`src/rtl/core/aww_pkg.sv`:
```
// shared constants, codes and control types of the automaton word walker
`timescale 1ns / 1ps

package aww_pkg;

    // table sizes
    localparam int MAX_NODES = 4096;
    localparam int MAX_EDGES = 16384;

    // field widths
    localparam int OP_W    = 2;
    localparam int IDX_W   = 14;
    localparam int OFFS_W  = 15;
    localparam int SYM_W   = 8;
    localparam int NODE_W  = 12;
    localparam int STAT_W  = 2;

    // derived widths
    localparam int NODE_ADDR_W = $clog2(MAX_NODES + 1);
    localparam int EDGE_ADDR_W = $clog2(MAX_EDGES);
    localparam int EDGE_CNT_W  = $clog2(MAX_EDGES + 1);
    localparam int NODE_RAM_W  = OFFS_W + 1;
    localparam int EDGE_RAM_W  = SYM_W + NODE_W;

    // word opcodes
    typedef enum logic [OP_W-1:0] {
        OP_NODE_WR = 2'd0,
        OP_EDGE_WR = 2'd1,
        OP_STEP    = 2'd2,
        OP_RESTART = 2'd3
    } t_opcode;

    // result status codes
    typedef enum logic [STAT_W-1:0] {
        ST_MOVED     = 2'd0,
        ST_NO_MOVE   = 2'd1,
        ST_WRITTEN   = 2'd2,
        ST_RESTARTED = 2'd3
    } t_status;

    // controller to datapath commands
    typedef struct packed {
        logic accept;        // input word taken this cycle
        logic node_rd_next;  // node table read at current node + 1
        logic ld_lo;         // capture clamped first edge
        logic ld_end;        // capture clamped end of run
        logic ld_mid;        // capture probe address
        logic probe_upd;     // narrow search window from probed label
        logic edge_rd_lo;    // edge table read at lower bound
        logic take;          // move to the found edge's target
        logic miss;          // walk dies
        logic load_out;      // fill output register
    } t_cmd;

    // datapath to controller status
    typedef struct packed {
        logic walk_in;   // incoming word is a step on a live walk
        logic end_ok;    // run is not empty
        logic lo_lt_hi;  // search window open
        logic lo_lt_end; // lower bound inside the run
        logic label_eq;  // edge label equals symbol
    } t_stat;

    // clamp an offset to the edge table size
    function automatic logic [EDGE_CNT_W-1:0] clamp_edge(input logic [OFFS_W-1:0] v);
        if (32'(v) > 32'(MAX_EDGES)) begin
            return EDGE_CNT_W'(MAX_EDGES);
        end
        return EDGE_CNT_W'(v);
    endfunction

endpackage

```
`src/rtl/core/aww_ctrl.sv`:
```
// walker controller: sequences table reads and the binary search per word
`timescale 1ns / 1ps

module aww_ctrl (
    input  logic           i_clk,
    input  logic           i_rst_n,
    input  logic           i_in_valid,
    output logic           o_in_stall,
    output logic           o_out_valid,
    input  logic           i_out_stall,
    input  aww_pkg::t_stat i_stat,
    output aww_pkg::t_cmd  o_cmd
);

    import aww_pkg::*;

    typedef enum logic [3:0] {
        S_IDLE,
        S_NODE_LO,
        S_NODE_HI,
        S_NODE_END,
        S_PROBE,
        S_PROBE_CMP,
        S_FINAL_RD,
        S_FINAL_CMP,
        S_FLAG_RD,
        S_DONE
    } t_state;

    t_state r_state;
    t_state n_state;
    logic   r_out_valid;
    logic   n_out_valid;
    logic   out_free;

    assign out_free = !r_out_valid || !i_out_stall;

    // next state and commands
    always_comb begin
        n_state     = r_state;
        n_out_valid = r_out_valid && i_out_stall;
        o_cmd       = '0;
        case (r_state)
            S_IDLE: begin
                if (i_in_valid) begin
                    o_cmd.accept = 1'b1;
                    n_state = i_stat.walk_in ? S_NODE_LO : S_FLAG_RD;
                end
            end
            S_NODE_LO: begin
                n_state = S_NODE_HI;
            end
            S_NODE_HI: begin
                o_cmd.node_rd_next = 1'b1;
                o_cmd.ld_lo = 1'b1;
                n_state = S_NODE_END;
            end
            S_NODE_END: begin
                o_cmd.ld_end = 1'b1;
                if (i_stat.end_ok) begin
                    n_state = S_PROBE;
                end else begin
                    o_cmd.miss = 1'b1;
                    n_state = S_FLAG_RD;
                end
            end
            S_PROBE: begin
                if (i_stat.lo_lt_hi) begin
                    o_cmd.ld_mid = 1'b1;
                    n_state = S_PROBE_CMP;
                end else begin
                    n_state = S_FINAL_RD;
                end
            end
            S_PROBE_CMP: begin
                o_cmd.probe_upd = 1'b1;
                n_state = S_PROBE;
            end
            S_FINAL_RD: begin
                o_cmd.edge_rd_lo = 1'b1;
                if (i_stat.lo_lt_end) begin
                    n_state = S_FINAL_CMP;
                end else begin
                    o_cmd.miss = 1'b1;
                    n_state = S_FLAG_RD;
                end
            end
            S_FINAL_CMP: begin
                if (i_stat.label_eq) begin
                    o_cmd.take = 1'b1;
                end else begin
                    o_cmd.miss = 1'b1;
                end
                n_state = S_FLAG_RD;
            end
            S_FLAG_RD: begin
                n_state = S_DONE;
            end
            S_DONE: begin
                if (out_free) begin
                    o_cmd.load_out = 1'b1;
                    n_out_valid = 1'b1;
                    n_state = S_IDLE;
                end
            end
            default: begin
                n_state = S_IDLE;
            end
        endcase
    end

    // state and output valid
    always_ff @(posedge i_clk) begin
        if (!i_rst_n) begin
            r_state     <= S_IDLE;
            r_out_valid <= 1'b0;
        end else begin
            r_state     <= n_state;
            r_out_valid <= n_out_valid;
        end
    end

    assign o_in_stall  = r_state != S_IDLE;
    assign o_out_valid = r_out_valid;

endmodule

```
`config.mk`:
```
export PLATFORM = sky130hd
export DESIGN_NAME = aww_ctrl
export DESIGN_NICKNAME = d
export VERILOG_FILES = /design/src/rtl/core/aww_pkg.sv /design/src/rtl/core/aww_ctrl.sv
export SDC_FILE = /design/constraint.sdc
export NUM_CORES = 1
export LEC_CHECK = 0
export BUFFER_PORTS_ARGS = -buffer_cell sky130_fd_sc_hd__buf_4
export CORE_AREA = 4 4 41 43
export DETAILED_ROUTE_END_ITERATION = 7
export DIE_AREA = 0 0 45 47
export PLACE_DENSITY_LB_ADDON = 0.12
export RECOVER_POWER = 100
export SYNTH_ARGS = -nofsm -noshare
export SYNTH_HDL_FRONTEND = slang
export SYNTH_SLANG_ARGS = --single-unit
```
`constraint.sdc`:
```
create_clock -name i_clk -period 2.8 [get_ports i_clk]
set_input_delay 0.42 -clock i_clk [delete_from_list [all_inputs] [get_ports i_clk]]
set_output_delay 0.42 -clock i_clk [all_outputs]
set_load 0.02 [all_outputs]
```
==> qor.csv <==
metric,value,unit
post-synth top area cell,dfxtp_1,
ratio of cells with drive above 1 in the final layout,0.148,
FP Rows,13,
Synth Flop Type,dfxtp_1,
sequential fraction of the synthesis area,0.235,
Nets,91,
"top cells by area, synth","dfxtp_1 24%, nor2_1 11%, nand2_1 7.9%, and3_1 5.9%, nand2b_1 5.9%",
post-synth top area share,0.235,
Mapped Cells,62,
Slew Limit Headroom,0.752,
Crit Path Max Fanout,11,
global-route usage over all layers,0.114,
remaining antenna violation count,0,
"commonest non-fill, non-tap cell in the layout",clkbuf_1,
Avg Vias per Cell,4.92,
clock tree from TritonCTS,built,
Root Driver,clkbuf_4,
"Reg clk slew, reported paths",0.05,ns
Worst Tran Pin Value,0.371,ns
pins over their slew limit,0,
antenna violations before repair,0,
first-pass GRT wire length,1.72,mm
min Tclk post-route,2.05,ns
WS Path Type,flop to output port,
final WL,1.10,mm
die width,45,um
largest net degree at the start of global routing,14,
most frequent cells in the layout,"13 x clkbuf_1, 12 x nor2_1, 9 x nand2_1",
GRT overflow,0,
syn_area_per_cell,6.86,um^2
Clock Tree Buf Depth,2,
DRT iter0 DRCs,16,
synthesis-to-finish area growth,25.9,%
Post-CTS Setup Inserts,0,
Tightest Hold Check Type,primary input to flop,
port bufs,20,
First-pass DRT Iterations,4,
num ports,21,
final hold vios,0,
Seq cells post-synth,5,
Setup crit start kind,flop,
final setup TNS,0,ns
initial core utilization,0.327,
vias in the first global route,410,
final worst-path cycle share,0.731,
cts hold-fix bufs,0,
H-tree Lvls,1,
total die area,2120,um^2
via count,472,
Hold Slack,0.449,ns
post-synthesis net count,71,
gpl congestion,0.667,
"Cell Area, Synth",425,um^2
final setup fails,0,
crit end category,output port,
hpwl dp,829,um
unrepaired setup endpoints after global routing,no,
Post-CTS Resized,0,
FMAX,489,MHz
number of synthesized flops with an enable pin,0,
Worst EP required,2.38,ns
die extent in y,47,um
Core Footprint,1300,um^2
status,finished clean,
pwr/cell area,533,nW/um^2
CTS buffer count,3,
antenna cells,0,
Worst Path Arrival,1.63,ns
Pleak,0.239,nW
yosys warns,0,
DR WL/cell,11.4,um
clk_skew,0.00521,ns
VDD IR max,0.344,mV
maximum capacitance violations,0,
Clock Sinks,5,
drt drc,0,
count of cell types in the netlist,28,
Async SR Flop Fraction,0,
clk_lat worst skew,0.24,ns
worst max-delay path: stages (launching register included):
cell and delay (ns):
dfxtp_1 0.53, nand2b_1 0.22, nor2_1 0.18, nand2_1 0.08, a21oi_1 0.13, clkbuf_1 0.24
cells in the mapped netlist (2+ instances only):
master    count
o22ai_1       2
o21ai_0       2
buf_2         2
and3_1        4
nand2b_1      4
nor2_1       12
a21oi_1       2
dfxtp_1       5
nor3_1        2
nand2_1       9
sequential cells by signal, summed over array words and instances (netlist names):
register / count
o_out_valid: 1
r_state: 4
per-stage QoR:
| step | instances | total power [mW] | instance area, um^2 | setup WS (ns) | util |
|---|---|---|---|---|---|
| detailed placement | 92 | 0.220 | 562 | 1.14 | 0.432 |
| finish | 96 | 0.285 | 536 | 0.753 | 0.412 |
| global route | 96 | 0.312 | 536 | 0.554 | 0.412 |
| global placement | 92 | 0.220 | 562 | 1.13 | 0.432 |
| floorplan | 62 | 0.184 | 425 | 0.937 | - |
| CTS | 96 | 0.307 | 588 | 0.879 | 0.452 |
kinds of logic after synthesis:
logic type,share of synthesized area
AOI/OAI and AO/OA,0.179
buffers and inverters,0.0765
DFF,0.235
muxes,0.0235
and+or+nand+nor,0.485
area by class of cell:
class | instances | area [um^2]
fillers | 168 | 766
clock buffers | 4 | 26.3
flip-flops and latches | 5 | 100
repair buffers | 20 | 105
well taps | 15 | 18.8
multi-input cells | 52 | 285
path summary, 6_finish.rpt:
path                             startpoint  depth (start not counted)     endpoint  slack [ns]
worst max register to register   r_state[2]                          4   r_state[3]        1.31
worst max-delay path             r_state[0]                          5     o_cmd[0]        0.75
worst min register to register  o_out_valid                          2  o_out_valid        0.50
worst min-delay path                i_rst_n                          2   r_state[1]        0.45
report_power, final:
part,switching [mW],internal [mW],total (mW)
registers,0.0205,0.0794,0.0999
logic,0.0609,0.0423,0.103
clock network,0.0284,0.0538,0.0822
total,0.110,0.175,0.285
routing by layer:
layer,global-route usage,wire [um],vias to the layer above
li1,-,-,253
met1,0.141,486,198
met2,0.158,458,19
met3,0.0307,135,2
met4,0.105,16,0
met5,0,0,-
(Power assumes the default switching activity.)
